==> src/design/gtia_pkg.sv <==
// Shared types, codes and sizes for the generational task id allocator.
package gtia_pkg;

    // Descriptor slots; the slot index is the id modulo this value (power of two)
    localparam int NUM_SLOTS = 64;
    localparam int SLOT_W    = $clog2(NUM_SLOTS);
    localparam int CNT_W     = SLOT_W + 1;
    localparam int ID_W      = 31;
    localparam int TASK_W    = 32;

    // Request action codes
    localparam logic [1:0] ACT_ALLOC = 2'd0;
    localparam logic [1:0] ACT_FREE  = 2'd1;
    localparam logic [1:0] ACT_GET   = 2'd2;
    localparam logic [1:0] ACT_RSVD  = 2'd3;

    // Result status codes
    localparam logic [2:0] ST_OK        = 3'd0;
    localparam logic [2:0] ST_NOT_FOUND = 3'd1;
    localparam logic [2:0] ST_INVALID   = 3'd2;
    localparam logic [2:0] ST_EMPTY     = 3'd3;
    localparam logic [2:0] ST_FULL      = 3'd4;

    // Free list update from the compute stage
    typedef struct packed {
        logic            pop;
        logic            push;
        logic [ID_W-1:0] push_id;
    } gtia_fl_ctrl_t;

    // Free list status toward the compute stage
    typedef struct packed {
        logic            empty;
        logic            full;
        logic [ID_W-1:0] pop_id;
    } gtia_fl_stat_t;

    // Slot table write from the compute stage
    typedef struct packed {
        logic              en;
        logic [SLOT_W-1:0] slot;
        logic [ID_W-1:0]   id;
    } gtia_slot_wr_t;

endpackage

==> src/design/gtia_ram.sv <==
// Generic single-write, single-read RAM with registered read data.
module gtia_ram #(
    parameter int WIDTH = 32,
    parameter int DEPTH = 64
) (
    input  logic                     clk,
    input  logic                     we,
    input  logic [$clog2(DEPTH)-1:0] waddr,
    input  logic [WIDTH-1:0]         wdata,
    input  logic                     re,
    input  logic [$clog2(DEPTH)-1:0] raddr,
    output logic [WIDTH-1:0]         rdata
);

    logic [WIDTH-1:0] mem_reg [DEPTH];
    logic [WIDTH-1:0] rdata_reg;

    // Write port
    always_ff @(posedge clk)
    begin
        if (we)
        begin
            mem_reg[waddr] <= wdata;
        end
    end

    // Registered read port, holds when not enabled
    always_ff @(posedge clk)
    begin
        if (re)
        begin
            rdata_reg <= mem_reg[raddr];
        end
    end

    assign rdata = rdata_reg;

endmodule

==> src/design/gtia_free_list.sv <==
// FIFO free list of task ids: head/tail/count, id RAM, fill count and write bypass.
module gtia_free_list (
    input  logic                   clk,
    input  logic                   rst_n,
    input  logic                   rd_issue,
    input  gtia_pkg::gtia_fl_ctrl_t ctrl,
    output gtia_pkg::gtia_fl_stat_t stat
);
    import gtia_pkg::*;

    logic [SLOT_W-1:0] head_reg, head_next;
    logic [SLOT_W-1:0] tail_reg, tail_next;
    logic [CNT_W-1:0]  count_reg, count_next;
    logic [CNT_W-1:0]  fill_reg, fill_next;
    logic              byp_reg, byp_next;
    logic [ID_W-1:0]   byp_data_reg, byp_data_next;
    logic              init_reg, init_next;
    logic [ID_W-1:0]   ram_q;

    // Pointer and count update
    always_comb
    begin
        head_next  = ctrl.pop  ? head_reg + 1'b1 : head_reg;
        tail_next  = ctrl.push ? tail_reg + 1'b1 : tail_reg;
        count_next = count_reg;
        if (ctrl.push)
        begin
            count_next = count_reg + 1'b1;
        end
        else if (ctrl.pop)
        begin
            count_next = count_reg - 1'b1;
        end
        // entries are written in tail order, so fill tracks which hold real data
        fill_next = fill_reg;
        if (ctrl.push && (fill_reg != CNT_W'(NUM_SLOTS)))
        begin
            fill_next = fill_reg + 1'b1;
        end
    end

    // Read side: bypass of a same-cycle write, and reset contents for unwritten entries
    always_comb
    begin
        byp_next      = byp_reg;
        byp_data_next = byp_data_reg;
        init_next     = init_reg;
        if (rd_issue)
        begin
            byp_next      = ctrl.push && (tail_reg == head_next);
            byp_data_next = ctrl.push_id;
            init_next     = !({1'b0, head_next} < fill_reg);
        end
    end

    always_ff @(posedge clk or negedge rst_n)
    begin
        if (!rst_n)
        begin
            head_reg  <= '0;
            tail_reg  <= '0;
            count_reg <= CNT_W'(NUM_SLOTS);
            fill_reg  <= '0;
            byp_reg   <= 1'b0;
            init_reg  <= 1'b0;
        end
        else
        begin
            head_reg  <= head_next;
            tail_reg  <= tail_next;
            count_reg <= count_next;
            fill_reg  <= fill_next;
            byp_reg   <= byp_next;
            init_reg  <= init_next;
        end
    end

    always_ff @(posedge clk)
    begin
        byp_data_reg <= byp_data_next;
    end

    gtia_ram #(
        .WIDTH (ID_W),
        .DEPTH (NUM_SLOTS)
    ) u_id_ram (
        .clk   (clk),
        .we    (ctrl.push),
        .waddr (tail_reg),
        .wdata (ctrl.push_id),
        .re    (rd_issue),
        .raddr (head_next),
        .rdata (ram_q)
    );

    // Status toward the compute stage; an unwritten entry holds its own index
    always_comb
    begin
        stat.empty = (count_reg == '0);
        stat.full  = (count_reg == CNT_W'(NUM_SLOTS));
        if (byp_reg)
        begin
            stat.pop_id = byp_data_reg;
        end
        else if (init_reg)
        begin
            stat.pop_id = {{(ID_W-SLOT_W){1'b0}}, head_reg};
        end
        else
        begin
            stat.pop_id = ram_q;
        end
    end

`ifndef NO_ASSERTIONS
    a_count_range: assert property (@(posedge clk) disable iff (!rst_n)
        count_reg <= CNT_W'(NUM_SLOTS))
        else $error("free list count out of range");

    a_no_pop_empty: assert property (@(posedge clk) disable iff (!rst_n)
        ctrl.pop |-> (count_reg != '0) && !ctrl.push)
        else $error("pop from empty free list or pop with push");
`endif

endmodule

==> src/design/gtia_slot_table.sv <==
// Descriptor slot table: stored id RAM, per-slot valid bits and write bypass.
module gtia_slot_table (
    input  logic                          clk,
    input  logic                          rst_n,
    input  logic                          rd_issue,
    input  logic [gtia_pkg::SLOT_W-1:0]   rd_slot,
    input  gtia_pkg::gtia_slot_wr_t       wr,
    output logic [gtia_pkg::ID_W-1:0]     rd_id,
    output logic                          rd_valid
);
    import gtia_pkg::*;

    logic [NUM_SLOTS-1:0] valid_reg, valid_next;
    logic [SLOT_W-1:0]    rd_slot_reg;
    logic                 byp_reg;
    logic [ID_W-1:0]      byp_data_reg;
    logic [ID_W-1:0]      ram_q;

    // Slot becomes valid on first write; an invalid slot reads with rd_valid low
    always_comb
    begin
        valid_next = valid_reg;
        if (wr.en)
        begin
            valid_next[wr.slot] = 1'b1;
        end
    end

    always_ff @(posedge clk or negedge rst_n)
    begin
        if (!rst_n)
        begin
            valid_reg <= '0;
            byp_reg   <= 1'b0;
        end
        else
        begin
            valid_reg <= valid_next;
            if (rd_issue)
            begin
                byp_reg <= wr.en && (wr.slot == rd_slot);
            end
        end
    end

    // Read address and bypass data follow the read
    always_ff @(posedge clk)
    begin
        if (rd_issue)
        begin
            rd_slot_reg  <= rd_slot;
            byp_data_reg <= wr.id;
        end
    end

    gtia_ram #(
        .WIDTH (ID_W),
        .DEPTH (NUM_SLOTS)
    ) u_slot_ram (
        .clk   (clk),
        .we    (wr.en),
        .waddr (wr.slot),
        .wdata (wr.id),
        .re    (rd_issue),
        .raddr (rd_slot),
        .rdata (ram_q)
    );

    assign rd_id    = byp_reg ? byp_data_reg : ram_q;
    assign rd_valid = valid_reg[rd_slot_reg];

endmodule

==> src/design/generational_task_id_allocator_core.sv <==
// Top level of the generational task id allocator: request stage, compute and result register.
//
//  channel  | handshake            | payload
//  ---------+----------------------+------------------------------
//  request  | req_valid, req_stall | action, task_id
//  result   | res_valid, res_stall | status, result_id, slot
//
// One request per cycle sustained while the result is not stalled; each request gives one result.
// A request's result is registered through the request stage and the result register:
// taking the request captures it and issues the free list and slot table RAM
// reads; once the result register is free, the table update runs and the result register loads.
// No clearing pass after reset: requests are taken at once.
// A stalled result holds; a new request is still taken while the compute stage is free.
module generational_task_id_allocator_core (
    input  logic                          clk,
    input  logic                          rst_n,
    input  logic                          req_valid,
    output logic                          req_stall,
    input  logic [1:0]                    action,
    input  logic [gtia_pkg::TASK_W-1:0]   task_id,
    output logic                          res_valid,
    input  logic                          res_stall,
    output logic [2:0]                    status,
    output logic [gtia_pkg::ID_W-1:0]     result_id,
    output logic [gtia_pkg::SLOT_W-1:0]   slot
);
    import gtia_pkg::*;

    logic              s1_valid_reg, s1_valid_next;
    logic [1:0]        act_reg;
    logic [TASK_W-1:0] id_reg;
    logic              req_fire, s1_fire, out_free;

    logic              res_valid_reg, res_valid_next;
    logic [2:0]        status_reg, status_next;
    logic [ID_W-1:0]   result_id_reg, result_id_next;
    logic [SLOT_W-1:0] slot_reg, slot_next;

    gtia_fl_ctrl_t     fl_ctrl;
    gtia_fl_stat_t     fl_stat;
    gtia_slot_wr_t     slot_wr;
    logic [ID_W-1:0]   stored_id;
    logic              stored_valid;
    logic [SLOT_W-1:0] req_slot;

    // Handshake
    assign out_free  = !res_valid_reg || !res_stall;
    assign s1_fire   = s1_valid_reg && out_free;
    assign req_stall = s1_valid_reg && !out_free;
    assign req_fire  = req_valid && !req_stall;

    // Request stage
    always_comb
    begin
        s1_valid_next = s1_valid_reg;
        if (req_fire)
        begin
            s1_valid_next = 1'b1;
        end
        else if (s1_fire)
        begin
            s1_valid_next = 1'b0;
        end
    end

    always_ff @(posedge clk or negedge rst_n)
    begin
        if (!rst_n)
        begin
            s1_valid_reg <= 1'b0;
        end
        else
        begin
            s1_valid_reg <= s1_valid_next;
        end
    end

    always_ff @(posedge clk)
    begin
        if (req_fire)
        begin
            act_reg <= action;
            id_reg  <= task_id;
        end
    end

    gtia_free_list u_free_list (
        .clk      (clk),
        .rst_n    (rst_n),
        .rd_issue (req_fire),
        .ctrl     (fl_ctrl),
        .stat     (fl_stat)
    );

    gtia_slot_table u_slot_table (
        .clk      (clk),
        .rst_n    (rst_n),
        .rd_issue (req_fire),
        .rd_slot  (task_id[SLOT_W-1:0]),
        .wr       (slot_wr),
        .rd_id    (stored_id),
        .rd_valid (stored_valid)
    );

    // Compute: decode the action, update the tables, form the result
    assign req_slot = id_reg[SLOT_W-1:0];

    always_comb
    begin
        fl_ctrl        = '0;
        slot_wr        = '0;
        status_next    = ST_INVALID;
        result_id_next = '0;
        slot_next      = '0;
        case (act_reg)
            ACT_ALLOC:
            begin
                if (fl_stat.empty)
                begin
                    status_next = ST_EMPTY;
                end
                else
                begin
                    status_next    = ST_OK;
                    result_id_next = fl_stat.pop_id;
                    slot_next      = fl_stat.pop_id[SLOT_W-1:0];
                    fl_ctrl.pop    = s1_fire;
                    slot_wr.en     = s1_fire;
                    slot_wr.slot   = fl_stat.pop_id[SLOT_W-1:0];
                    slot_wr.id     = fl_stat.pop_id;
                end
            end
            ACT_FREE:
            begin
                if (id_reg[TASK_W-1])
                begin
                    status_next = ST_INVALID;
                end
                else if (fl_stat.full)
                begin
                    status_next = ST_FULL;
                end
                else
                begin
                    // next generation; a never-used slot (taken as stored -1) gives N-1
                    status_next  = ST_OK;
                    slot_next    = req_slot;
                    fl_ctrl.push = s1_fire;
                    fl_ctrl.push_id = stored_valid ? stored_id + ID_W'(NUM_SLOTS)
                                                   : ID_W'(NUM_SLOTS - 1);
                end
            end
            ACT_GET:
            begin
                if (id_reg[TASK_W-1])
                begin
                    status_next = ST_INVALID;
                end
                else if (stored_valid && (stored_id == id_reg[ID_W-1:0]))
                begin
                    status_next    = ST_OK;
                    result_id_next = id_reg[ID_W-1:0];
                    slot_next      = req_slot;
                end
                else
                begin
                    status_next = ST_NOT_FOUND;
                end
            end
            default:
            begin
                status_next = ST_INVALID;
            end
        endcase
    end

    // Result register
    always_comb
    begin
        res_valid_next = res_valid_reg;
        if (s1_fire)
        begin
            res_valid_next = 1'b1;
        end
        else if (!res_stall)
        begin
            res_valid_next = 1'b0;
        end
    end

    always_ff @(posedge clk or negedge rst_n)
    begin
        if (!rst_n)
        begin
            res_valid_reg <= 1'b0;
        end
        else
        begin
            res_valid_reg <= res_valid_next;
        end
    end

    always_ff @(posedge clk)
    begin
        if (s1_fire)
        begin
            status_reg    <= status_next;
            result_id_reg <= result_id_next;
            slot_reg      <= slot_next;
        end
    end

    assign res_valid = res_valid_reg;
    assign status    = status_reg;
    assign result_id = result_id_reg;
    assign slot      = slot_reg;

`ifndef NO_ASSERTIONS
    a_stall_only_busy: assert property (@(posedge clk) disable iff (!rst_n)
        req_stall |-> s1_valid_reg && res_valid_reg)
        else $error("request stalled while compute stage can move");

    a_fail_zero: assert property (@(posedge clk) disable iff (!rst_n)
        res_valid && (status != ST_OK) |-> (result_id == '0) && (slot == '0))
        else $error("failed result carries id or slot");

    a_slot_matches: assert property (@(posedge clk) disable iff (!rst_n)
        res_valid && (status == ST_OK) && (result_id != '0)
            |-> slot == result_id[SLOT_W-1:0])
        else $error("result slot does not match result id");
`endif

endmodule
==> config.mk <==
export PLATFORM = sky130hd
export DESIGN_NAME = generational_task_id_allocator_core
export DESIGN_NICKNAME = d
export VERILOG_FILES = /design/src/design/gtia_pkg.sv /design/src/design/gtia_ram.sv /design/src/design/gtia_free_list.sv /design/src/design/gtia_slot_table.sv /design/src/design/generational_task_id_allocator_core.sv
export SDC_FILE = /design/constraint.sdc
export NUM_CORES = 2
export LEC_CHECK = 0
export ABC_AREA = 0
export BUFFER_PORTS_ARGS = -buffer_cell sky130_fd_sc_hd__buf_4
export CAP_MARGIN = 20
export CORE_ASPECT_RATIO = 1.1
export CORE_MARGIN = 4
export CORE_UTILIZATION = 53
export CTS_CLUSTER_SIZE = 40
export DETAILED_ROUTE_END_ITERATION = 6
export GPL_TIMING_DRIVEN = 0
export PLACE_DENSITY = 0.76
export SYNTH_ARGS = -nofsm -noshare
export SYNTH_HDL_FRONTEND = slang
export SYNTH_HIERARCHICAL = 1
export SYNTH_SLANG_ARGS = --single-unit
==> constraint.sdc <==
create_clock -name clk -period 5.9 [get_ports clk]
set_clock_uncertainty 0.15 [all_clocks]
set_input_delay 0.295 -clock clk [delete_from_list [all_inputs] [get_ports clk]]
set_output_delay 0.295 -clock clk [all_outputs]
set_load 0.05 [all_outputs]
==> impl_results.md <==
- Met2 usage: between 40 and 50%
- Total clock sinks: between 4k and 5k
- Synthesized flop and latch total: between 4k and 5k
- WL per Instance: approximately 35 µm
- Clock tree buffer depth: 4
- Clock transition at path regs: 0.06 ns
- Die W: about 540 µm
- First-pass GRT wire length: between 600000 and 700000 µm
- Lkg Pwr: between 60 and 70 nW
- Fin crit period: between 5 and 6 ns
- Max Slew Vio Count: 0
- Worst Path Max Fanout: 10
- CP Data Required Time: between 6 and 7 ns
- Most common cell in the synthesized netlist: edfxtp_1
- RSZ-0062 raised after global routing: no
- Fin crit share: 99.78%
- Antenna-violating nets left: 0
- Largest cells by area after synthesis: edfxtp_1 (76%), mux4_2 (11%), mux2i_1 (3.7%), dfrtp_1 (1.4%), a22oi_1 (0.95%)
- Status: complete, but fails checks
- Synth cell types: 68
- Total grt overflow: 0
- Number of global-route vias before repair: approximately 87k
- Max Clk Rate: roughly 0.17 GHz
- Crit start category: flip-flop
- Pwr dens: slightly below 400 nW/µm²
- Area growth from synthesis to layout: 15.74%
- GR met1 Demand/Resource: around 34%
- Finished Cell Area: 190500 µm²
- Dpl cell area: 176300 µm²
- Final Hold Fails: 0
- GPL Wtd Cong: 0.9685
- GRT busiest layer: met2
- # port buffers: 79
- Initial Utilization: 53.28%
- Worst Path Arrival: ~6.6 ns
- Synthesized area per cell: 21.37 µm²
- Layout cell share with drive strength beyond 1: between 20% and 30%
- CTS tree: yes
- Routed WL: 455900 µm
- Worst hold slack: about 0.037 ns
- Ys flop type: edfxtp_1
- Yosys warns: 6
- Height of the die: 592.5 µm
- TritonCTS Buffers: 400
- Peak VDD IR: between 300 and 400 µV
- Dpl hpwl: roughly 290000 µm
- Mapped Cells: about 7.7k
- Routing usage on met3: ~6.4%
- Final core utilization: between 60 and 70%
- Nets@finish: about 8.5k
- Clock root cell: clkbuf_16
- Vias per cell: 6.666
- Final number of setup-violating endpoints: 0
- Failing checks: design-rule violations
- Synthesized area: 164600 µm²
- Seq/Total Area, Yosys: a little under 80%
- Overall Global Routing Usage: between 20% and 30%
- Worst slew margin: 7.609%
- Clock Latency Late Sink: 1.00 ns
- Largest net degree at the start of global routing: 75
- Yosys top cell by area: edfxtp_1
- Initial antenna violation count: 22
- DRC violations left: 1
- H-tree depth: 5
- Maxcap violations: 0
- Total power: around 75 mW
- Post-synth EDFFs: roughly 4.2k
- Async SR Flop Fraction: 2.226%
- Die area: ~320000 µm²
- Drt pass-1 iters: 6
- Row count: between 200 and 250
- Core Region: about 310000 µm²
- Critical path endpoint category: flip-flop
- Post-synth top area share: approximately 76%
- Routed via count: approximately 86k
- Critical path type: flip-flop to flip-flop
- # IOs: 80
- Most instantiated cells after synthesis: edfxtp_1 (4172), mux4_2 (810), mux2i_1 (602)
- Worst hold path type: input pin to flip-flop
- Net Count, Synth: 7759
- Worst Tran Pin Value: approximately 1.4 ns
- Initial DRC Count: roughly 13k
==> layout make-up <==
class	count	area (µm²)
plain buffers	430	2153
flip-flops and latches	4267	127700
inverters	27	101.3
repair buffers	389	6081
clock buffers	490	10500
clock inverters	236	2646
well taps	4104	5135
fillers	19950	118500
diodes	17	42.54
multi-input cells	2980	36210
==> layer usage <==
layer	wire length [µm]	share of wire [%]
met1	147200	32
met2	222400	49
met3	48600	11
met4	37510	8.2
met5	184	0.040
==> stage by stage <==
step                      setup TNS, ns  setup WS [ns]  std cells
after floorplan                       0         0.2169       7705
after global placement         -8932.58         -3.625      11890
after detailed placement         -30.28         -1.209      12120
after CTS                             0        0.06968      12920
after global routing                  0       0.002565      12930
final                                 0        0.01294      12940
==> worst paths after layout <==
| path | slack, ns | from | end | cells past startpoint |
|---|---|---|---|---|
| worst max-delay path | 0.01 | u_free_list/count_reg[0] | u_free_list/u_id_ram/rdata[28] | 17 |
| min in group asynchronous | 0.27 | rst_n | u_slot_table/valid_reg[5] | 4 |
| worst max register to register | 0.01 | u_free_list/count_reg[0] | u_free_list/u_id_ram/rdata[28] | 17 |
| worst min-delay path | 0.04 | task_id[1] | u_slot_table/rd_slot_reg[1] | 2 |
| worst min register to register | 0.30 | u_slot_table/valid_reg[48] | u_slot_table/valid_reg[48] | 1 |
| max in group asynchronous | 4.96 | rst_n | u_free_list/count_reg[6] | 4 |
==> report_power, final <==
part | total, mW | switching (mW) | internal [mW]
combinational | 14.4 | 8.87 | 5.58
clock | 25.9 | 11.3 | 14.7
sequential | 34.6 | 0.298 | 34.3
total | 74.9 | 20.4 | 54.5
==> cell families (layout without fill, tap and decap cells) <==
| logic type | Yosys count | after routing | synth area share [%] |
|---|---|---|---|
| flip-flops | 4267 | 4267 | 77.55 |
| AO/OA/AOI/OAI | 871 | 871 | 3.594 |
| AND/OR/NAND/NOR | 532 | 532 | 1.651 |
| other | 0 | 17 | 0 |
| multiplexers | 1475 | 1475 | 15.28 |
| buffers and inverters | 458 | 1572 | 1.335 |
| adder cells (fa/ha/maj) | 16 | 16 | 0.1262 |
| XOR/XNOR | 86 | 86 | 0.4712 |
==> cells in the final DEF (no fill, tap or decap), types with 19 or more instances in the layout <==
master	n
a21o_1	111
a22o_1	24
a22oi_1	208
a31oi_1	104
and2_4	21
and3_1	60
buf_1	24
buf_12	136
buf_16	61
buf_2	153
buf_4	157
buf_6	22
bufinv_16	44
clkbuf_1	246
clkbuf_16	403
clkinv_1	64
clkinv_2	79
clkinvlp_4	19
dfrtp_1	94
dlygate4sd3_1	68
edfxtp_1	4172
inv_1	26
mux2_2	51
mux2i_1	601
mux4_2	810
nand2_1	56
nand3_1	31
nand4_1	23
nor2_1	51
nor2_4	147
nor2b_1	25
nor3_1	20
o21ai_0	107
o21bai_1	38
o22ai_1	171
o31ai_1	33
xnor2_1	47
xor2_1	34
==> critical path: stages (launching register included) <==
cell	delay [ns]
dfrtp_1	0.43
nor2_1	0.11
nand2_1	0.07
nor2_1	0.07
nor3_2	0.29
clkbuf_2	0.31
and3_4	0.40
buf_6	0.19
nand2_1	0.09
xnor2_2	0.38
buf_2	0.41
buf_2	0.43
buf_2	0.53
buf_2	0.47
mux4_2	0.28
o22ai_1	0.08
o31ai_1	0.79
and3_1	0.26
==> repair_timing <==
action,CTS,global route
endpoints found under the hold margin,170,0
setup endpoints to repair,31,22
buffers inserted,5,0
hold buffers,69,0
gates resized for setup,52,23
Note: power is estimated with default switching activity, not from simulation.
